`src/rtl/qte_pkg.sv`:
```
// Shared widths, types, constants and helper functions of the quaternion to Euler block.
`timescale 1ns / 1ps
`default_nettype none
package qte_pkg;

    // Number of CORDIC vectoring cells in each angle chain (8 to 32).
    localparam int CORDIC_STAGES = 16;

    localparam int QW    = 32;  // quaternion component width, Q2.30
    localparam int PW    = 34;  // width of one Q.30 product
    localparam int SW    = 36;  // width of the sums of products
    localparam int XW    = 38;  // CORDIC vector width, leaves room for the gain
    localparam int ZW    = 35;  // CORDIC angle width, radians in Q.30
    localparam int SQ_N  = 31;  // one result bit of the square root per cell
    localparam int SQ_W  = 62;  // square root remainder and root width
    localparam int MW    = 49;  // width of the scaled angle product
    localparam int IW    = 5;   // CORDIC cell index width

    localparam logic signed [SW-1:0] ONE_Q30   = SW'(64'sd1073741824);
    localparam logic signed [SW-1:0] M_ONE_Q30 = -SW'(64'sd1073741824);
    localparam logic signed [ZW-1:0] PI_Q30    = ZW'(64'sd3373259426);
    localparam logic signed [14:0]   CDEG_PER_RAD = 15'sd5730;
    localparam logic signed [MW-1:0] ROUND_HALF = MW'(64'sd536870912);

    typedef struct packed {
        logic [SQ_W-1:0] rem;
        logic [SQ_W-1:0] root;
    } qte_sq_t;

    typedef struct packed {
        logic signed [XW-1:0] x;
        logic signed [XW-1:0] y;
        logic signed [ZW-1:0] z;
        logic                 zero;
    } qte_cv_t;

    // atan(2^-i) in Q.30, rounded to nearest.
    function automatic logic signed [ZW-1:0] atan_q30(input logic [IW-1:0] i);
        logic signed [ZW-1:0] r;
        begin
            case (i)
                5'd0:  r = ZW'(64'sd843314857);
                5'd1:  r = ZW'(64'sd497837829);
                5'd2:  r = ZW'(64'sd263043837);
                5'd3:  r = ZW'(64'sd133525159);
                5'd4:  r = ZW'(64'sd67021687);
                5'd5:  r = ZW'(64'sd33543516);
                5'd6:  r = ZW'(64'sd16775851);
                5'd7:  r = ZW'(64'sd8388437);
                5'd8:  r = ZW'(64'sd4194283);
                5'd9:  r = ZW'(64'sd2097149);
                5'd10: r = ZW'(64'sd1048576);
                5'd11: r = ZW'(64'sd524288);
                5'd12: r = ZW'(64'sd262144);
                5'd13: r = ZW'(64'sd131072);
                5'd14: r = ZW'(64'sd65536);
                5'd15: r = ZW'(64'sd32768);
                5'd16: r = ZW'(64'sd16384);
                5'd17: r = ZW'(64'sd8192);
                5'd18: r = ZW'(64'sd4096);
                5'd19: r = ZW'(64'sd2048);
                5'd20: r = ZW'(64'sd1024);
                5'd21: r = ZW'(64'sd512);
                5'd22: r = ZW'(64'sd256);
                5'd23: r = ZW'(64'sd128);
                5'd24: r = ZW'(64'sd64);
                5'd25: r = ZW'(64'sd32);
                5'd26: r = ZW'(64'sd16);
                5'd27: r = ZW'(64'sd8);
                5'd28: r = ZW'(64'sd4);
                5'd29: r = ZW'(64'sd2);
                5'd30: r = ZW'(64'sd1);
                default: r = '0;
            endcase
            return r;
        end
    endfunction

    // Product of two Q2.30 words, floored back to Q.30.
    function automatic logic signed [PW-1:0] mul_q30(input logic signed [QW-1:0] a,
                                                     input logic signed [QW-1:0] b);
        logic signed [2*QW-1:0] p;
        begin
            p = a * b;
            return p[2*QW-1:30];
        end
    endfunction

    // Folds the vector into the right half plane and sets the starting angle.
    function automatic qte_cv_t cordic_init(input logic signed [XW-1:0] y,
                                            input logic signed [XW-1:0] x);
        qte_cv_t r;
        begin
            r.zero = (x == '0) && (y == '0);
            if (x < 0) begin
                r.x = -x;
                r.y = -y;
                r.z = (y >= 0) ? PI_Q30 : -PI_Q30;
            end else begin
                r.x = x;
                r.y = y;
                r.z = '0;
            end
            return r;
        end
    endfunction

endpackage
`default_nettype wire

```
`src/rtl/qte_sqrt_cell.sv`:
```
// One cell of the pipelined integer square root: one result bit per cell.
`timescale 1ns / 1ps
`default_nettype none
module qte_sqrt_cell
    import qte_pkg::*;
(
    input  wire logic    aclk,
    input  wire logic    en,
    input  wire logic [5:0] bit_pos,
    input  wire qte_sq_t din,
    output qte_sq_t      dout
);

    qte_sq_t         data_reg;
    qte_sq_t         data_next;
    logic [SQ_W-1:0] bitv;
    logic [SQ_W-1:0] trial;

    assign bitv  = SQ_W'(1) << bit_pos;
    assign trial = din.root + bitv;

    always_comb begin
        if (din.rem >= trial) begin
            data_next.rem  = din.rem - trial;
            data_next.root = (din.root >> 1) + bitv;
        end else begin
            data_next.rem  = din.rem;
            data_next.root = din.root >> 1;
        end
    end

    always_ff @(posedge aclk) begin
        if (en) begin
            data_reg <= data_next;
        end
    end

    assign dout = data_reg;

endmodule
`default_nettype wire

```
`config.mk`:
```
export PLATFORM = sky130hd
export DESIGN_NAME = qte_sqrt_cell
export DESIGN_NICKNAME = d
export VERILOG_FILES = /design/src/rtl/qte_pkg.sv /design/src/rtl/qte_sqrt_cell.sv
export SDC_FILE = /design/constraint.sdc
export NUM_CORES = 1
export LEC_CHECK = 0
export BUFFER_PORTS_ARGS = -buffer_cell sky130_fd_sc_hd__buf_4
export CORE_MARGIN = 2
export CORE_UTILIZATION = 35
export DETAILED_ROUTE_END_ITERATION = 8
export GPL_TIMING_DRIVEN = 1
export HOLD_SLACK_MARGIN = 0.02
export PLACE_DENSITY = 0.56
export SLEW_MARGIN = 30
export SYNTH_ARGS = -nofsm -noshare
export SYNTH_HDL_FRONTEND = slang
export SYNTH_SLANG_ARGS = --single-unit
```
`constraint.sdc`:
```
create_clock -name aclk -period 11.95 [get_ports aclk]
set_clock_uncertainty 0.15 [all_clocks]
set_input_delay 1.195 -clock aclk [delete_from_list [all_inputs] [get_ports aclk]]
set_output_delay 1.195 -clock aclk [all_outputs]
set_load 0.01 [all_outputs]
```
==> results of run 1 <==
power by group through the flow:
| stage | clock network [mW] | logic [mW] | registers, mW |
|---|---|---|---|
| 2_1_floorplan | 0 | 0.417 | 0.614 |
| 3_3_place_gp | 0 | 0.723 | 0.588 |
| 3_5_place_dp | 0 | 0.725 | 0.587 |
| 4_1_cts | 0.502 | 0.729 | 0.580 |
| 5_1_grt | 0.514 | 0.803 | 0.585 |
| 6_report | 0.485 | 0.733 | 0.579 |
stage by stage:
step	hold WS [ns]	instance area (um2)	util, %	worst slack (ns)	total power [mW]
after floorplan	1.16	17400	-	4.44	1.03
after global placement	1.35	19600	40.0	2.14	1.31
after detailed placement	1.35	19600	40.0	1.94	1.31
after CTS	0.814	20100	41.0	2.46	1.81
after global routing	0.852	20100	41.0	1.86	1.90
final	0.859	20100	41.0	2.48	1.80
routing by layer:
layer / track usage (%) / vias up
met5: 0 / -
met4: 6.56 / 0
met3: 3.48 / 58
met2: 35.4 / 652
met1: 37.8 / 8415
li1: - / 8765
worst min-delay path: cells and delay by family:
family | cells | cell delay (ns)
AO/OA/AOI/OAI | 1 | 0.06
AND/OR/NAND/NOR | 1 | 0.04
buffers and inverters | 1 | 0.09
worst max-delay path by stage:
stage	cells past startpoint	endpoint	slack, ns
3_5_place_dp	28	dout[115]	1.94
3_3_place_gp	28	dout[115]	2.14
4_1_cts	28	dout[115]	2.46
5_1_grt	28	dout[115]	1.86
6_report	28	dout[115]	2.48
2_1_floorplan	30	dout[4]	4.44
area by class of cell:
class	instances	area (um2)	area share (%)
multi-input cells	1950	12800	63.8
flip-flops and latches	124	3720	18.5
repair buffers	263	1970	9.81
well taps	664	831	4.13
clock buffers	17	425	2.11
inverters	61	229	1.14
clock inverters	15	103	0.510
cells by family after synthesis:
family,count (synthesis)
AOI/OAI and AO/OA,822
xor gates and xnor gates,187
DFF,124
adders and majority gates,163
and+or+nand+nor,769
buffers and inverters,220
muxes,9
synthesized netlist by cell type, types with 9 or more instances:
| cell type | count |
|---|---|
| o21ai_0 | 150 |
| nor3_1 | 78 |
| xor2_1 | 67 |
| or2_2 | 9 |
| nand2b_1 | 24 |
| buf_2 | 14 |
| a21oi_1 | 274 |
| and3_1 | 23 |
| nor2_1 | 216 |
| clkbuf_1 | 140 |
| a31oi_1 | 29 |
| o211ai_1 | 14 |
| nand4_1 | 56 |
| a41oi_1 | 10 |
| inv_1 | 61 |
| nand3_1 | 55 |
| a21o_1 | 147 |
| o31ai_1 | 9 |
| nor4_1 | 12 |
| o221ai_1 | 12 |
| a211oi_1 | 20 |
| o21bai_1 | 39 |
| o21ai_1 | 13 |
| xnor2_1 | 120 |
| nand2_1 | 196 |
| ha_1 | 162 |
| nor2b_1 | 19 |
| and2_1 | 17 |
| edfxtp_1 | 124 |
| o21a_1 | 11 |
==> results.yml, run 1 <==
sta:
  period_needed_ns: 9.47
  rsz0062_at_grt: "no"
  max_freq_mhz: 106
  tightest_slew_ns: 1.05
  setup_viol: 0
  final_hold_viol_count: 0
  slew_violations: 0
  fin_crit_sh_pct: 79.2
  fin_tns_setup_ns: 0
  relSlewSlack_pct: 28.5
floorplanning:
  num_rows: 81
  io_pins: 256
  start_util_pct: 35.5
  core_area_um2: 49100
  die_h_um: 227
  dieArea_um2: 51500
  die_w_um: 227
min_path:
  holdPathStages: 3
  min-delay-start: "din[118]"
  min_to: "dout[118]"
  min_path_type: "primary input to register"
placement:
  dp_hpwl_um: 52000
  gp_congestion: 0.951
  placedCellCount: 3062
  io_buffers: 255
detailed_routing:
  dr_total_vias: 17890
  wl_met1_um: 32200
  detail_route.iter0.violations: 1589
  first_pass_iters: 5
  highest_layer: "met4"
  drc_errors: 0
  routed_wirelength_um: 64100
  avgRoutedWirePerCell_um: 20.7
  met3_wirelength_um: 4040
  vias_per_cell: 5.78
  postRouteAntennaNets: 0
  met2_wirelength_um: 26700
finish:
  largest_reg_flops: 124
  layout_common_cells: "273 x a21oi_1, 263 x buf_4, 216 x nor2_1"
  instances_no_fill: 3094
  post_route_cells_drive_above_1_share_pct: 14.1
  nets: 2712
  nFillCells: 5166
  final_common_cell: "a21oi_1"
  antennaDiodeCount: 0
  area_growth_syn_to_layout_pct: 15.7
outcome:
  outcome: "finished, final reports clean"
logic_synthesis:
  syn_area_um2: 17400
  synth_adder_area_share_pct: 11.8
  synth_cells: 2294
  synthArstFlopShare_pct: 0
  synth_flop_cell: "edfxtp_1"
  synth_edf_count: 124
  yosysWarnings: 0
  ys_seq_area_share_pct: 21.4
  synth_top_family_by_area: "compound AO/OA/AOI/OAI gates"
  synth_simple_gate_area_share_pct: 21.5
  ys_seq_elements: 124
  netlist.area_leader.share_pct: 21.4
  synth-xor-area-share_pct: 9.41
  synthTopCellsByArea: "edfxtp_1 21%, ha_1 12%, a21oi_1 7.9%"
  syn_nets: 2589
  synthMuxAreaShare_pct: 0.525
  synth_compound_area_share_pct: 30.5
  synth_top_cell_by_area: "edfxtp_1"
  avgSynthCellArea_um2: 7.58
  yosysUniqueCellTypes: 94
cts:
  clk_pin_slew_worst_paths_ns: 0.06
  cts_buffers: 17
  cts_sinks: 124
  cts_tree: "yes"
  postCtsSetupBuffers: 0
  root_buffer: "clkbuf_16"
  cts_resized: 0
  htreeDepth: 4
  cts_hold_buf: 0
  clockBufferDepth: 2
worst_setup_path:
  cp_top_family: "simple AND/OR/NAND/NOR gates"
  arrival_ns: 9.52
  worstSetupEndpointType: "register"
  crit_path_start_kind: "primary input"
  crit_type: "primary input to register"
  cp_slowest_cell: "buf_4"
  crit_required_ns: 12.00
  max_stage_delay_ns: 0.67
  cp_max_fo: 75
  crit_top_cell: "ha_1"
  crit_buf_inv: 2
  startpoint: "bit_pos[0]"
power:
  p_sw_share_pct: 38.2
  pwr-share-clk_pct: 27.0
  leakage_nw: 8.84
  p_comb_share_pct: 40.8
  pwr-share-seq_pct: 32.2
  peakVddDrop_mv: 0.0813
  power_density_nw_per_um2: 89.3
  power.switching_mw: 0.686
  intPower_mw: 1.11
global_route:
  track_usage_pct: 24.6
  grt_max_degree: 76
  antenna_found_initial: 0
  grt_pass1_vias: 16156
  overflow: 0
  grt_pass1_wl_um: 97000
job:
  timing.max_cap.violations: 0
Power figures use the tool's default switching activity.
==> inputs of run 2 (changes only) <==
- ABC_AREA: default -> 1
- clock period: 11.95 -> 9.39 ns (I/O delays scaled with it)
==> run 2 against run 1 <==
Cell area increased by 12%; first-iteration DRC count decreased by 3.1%; routed wire length increased by 26%; synthesized cell count increased by 38%; worst hold slack got worse by 0.27 ns; synthesized area increased by 11%; core utilization about the same; total power increased by 33%; critical path depth unchanged; final cell count increased by 33%; clock-buffer cell count increased by 1; sequential cell count unchanged; critical endpoint is now dout[70].
==> results.yml, run 2 <==
finish:
  layout_common_cells: "823 x nand2_1, 428 x inv_1, 418 x nor2_1"
  post_route_cells_drive_above_1_share_pct: 11.8
  final_common_cell: "nand2_1"
  fin_area_um2: 22500
  nets: 3703
  antennaDiodeCount: 0
  largest_reg_flops: 124
  area_growth_syn_to_layout_pct: 16.7
  instances_no_fill: 4125
detailed_routing:
  dr_total_vias: 21642
  met2_wirelength_um: 36700
  drc_errors: 0
  avgRoutedWirePerCell_um: 19.5
  met3_wirelength_um: 4270
  first_pass_iters: 8
  postRouteAntennaNets: 0
  vias_per_cell: 5.25
  detail_route.iter0.violations: 1539
  routed_wirelength_um: 80600
  wl_met1_um: 35600
  highest_layer: "met4"
job:
  timing.max_cap.violations: 0
floorplanning:
  die_w_um: 239
  num_rows: 86
  die_h_um: 239
  dieArea_um2: 57000
  core_area_um2: 54800
  start_util_pct: 35.2
  io_pins: 256
cts:
  cts_hold_buf: 0
  cts_tree: "yes"
  clockBufferDepth: 2
  clk_pin_slew_worst_paths_ns: 0.06
  root_buffer: "clkbuf_16"
  cts_sinks: 124
  postCtsSetupBuffers: 0
  cts_buffers: 17
  cts_resized: 0
  htreeDepth: 4
worst_setup_path:
  crit_required_ns: 9.46
  worstSetupEndpointType: "register"
  cp_max_fo: 87
  arrival_ns: 6.67
  crit_path_start_kind: "primary input"
  crit_type: "primary input to register"
power:
  total_power_mw: 2.40
  power_density_nw_per_um2: 107
  peakVddDrop_mv: 0.151
  leakage_nw: 10.6
logic_synthesis:
  yosysUniqueCellTypes: 54
  synthTopCellsByArea: "edfxtp_1 19%, nand2_1 16%, ha_1 11%"
  avgSynthCellArea_um2: 6.08
  yosysWarnings: 0
  synth_cells: 3170
  synthArstFlopShare_pct: 0
  syn_area_um2: 19300
  synth_flop_cell: "edfxtp_1"
  synth_top_cell_by_area: "edfxtp_1"
  synth_edf_count: 124
  yosysMostFrequentCell: "nand2_1"
  netlist.area_leader.share_pct: 19.3
  ys_seq_area_share_pct: 19.3
  ys_seq_elements: 124
  syn_nets: 3465
  netlist_top_cells_count: "823 x nand2_1, 428 x inv_1, 418 x nor2_1"
global_route:
  track_usage_pct: 28.0
  grt_max_degree: 91
  overflow: 0
  grt_pass1_vias: 20926
  grt_pass1_wl_um: 119000
  antenna_found_initial: 0
sta:
  max_freq_mhz: 152
  fin_crit_sh_pct: 70.3
  relSlewSlack_pct: 38.9
  setup_viol: 0
  slew_violations: 0
  rsz0062_at_grt: "no"
  period_needed_ns: 6.60
  timing.final.ws_setup_ns: 2.79
  final_hold_viol_count: 0
  fin_tns_setup_ns: 0
  tightest_slew_ns: 0.908
placement:
  dpl_cell_area_um2: 21900
  dp_hpwl_um: 69500
  placedCellCount: 4093
  dp_slack_ns: 2.42
  io_buffers: 255
  gp_congestion: 0.999
min_path:
  holdPathStages: 3
  min_path_type: "primary input to register"
outcome:
  outcome: "finished, final reports clean"
[run 2: cell types whose count changed after synthesis, sizes merged, moves of 82 or more]
cell | before | now
nand2 | 196 | 861
inv | 61 | 439
nor2 | 219 | 443
a21o | 147 | 19
clkbuf | 142 | 14
nand3 | 55 | 162
o21ai | 164 | 246
[run 2: logic make-up after synthesis]
kind of cell	count (synthesis)	share of synthesized area, %
flops	124	19.3
fa+ha+maj	163	10.6
xor+xnor	104	4.73
simple gates	1636	36.6
buf+inv	483	9.67
compound gates	660	19.0
[run 2: final timing paths]
| path | startpoint | end | slack [ns] |
|---|---|---|---|
| max | bit_pos[2] | dout[70] | 2.79 |
| min | din[120] | dout[120] | 0.59 |
[run 2: critical path, cell delays in order]
cell and delay, ns:
buf_4 0.16, inv_1 0.27, nand3_1 0.17, nor2_2 0.25, inv_1 0.19, nor2_1 0.23, ha_1 0.26, nand2_1 0.12
nor2_1 0.14, inv_1 0.08, nor2_1 0.29, inv_1 0.18, o21ai_0 0.50, a21oi_1 0.13, nand2_1 0.12, xnor2_1 0.22
ha_1 0.38, a21oi_1 0.17, inv_1 0.07, a31oi_1 0.18, o21ai_0 0.12, a21oi_1 0.17, inv_1 0.06, a21oi_1 0.21
nand3_4 0.12, inv_4 0.39, buf_12 0.34, o21ai_0 0.13
[run 2: stage by stage]
| stage | hold WS (ns) | utilization [%] |
|---|---|---|
| final | 0.588 | 41.1 |
| after global routing | 0.597 | 41.1 |
| after CTS | 0.573 | 41.1 |
| after detailed placement | 1.09 | 40.0 |
| after global placement | 1.08 | 40.0 |
| after floorplan | 0.901 | - |
[run 2: report_power, final]
part           leakage, nW  internal, mW  switching (mW)  total (mW)
logic                 9.15         0.362           0.617       0.979
registers             1.21         0.719          0.0287       0.748
clock network        0.260         0.383           0.288       0.672
total                 10.6          1.46           0.934        2.40
[run 2: final cells by class]
| type | count | area, um2 |
|---|---|---|
| fillers | 6096 | 32300 |
| well taps | 704 | 881 |
| flip-flops and latches | 124 | 3720 |
| multi-input cells | 2563 | 13700 |
| repair buffers | 261 | 1980 |
| inverters | 441 | 1660 |
| clock buffers | 18 | 429 |
| clock inverters | 14 | 129 |
[run 2: per-layer routing]
metal,up-vias,GRT usage (%)
met3,167,3.21
met2,718,46.5
met5,-,0
li1,11019,-
met1,9738,35.8
met4,0,14.0
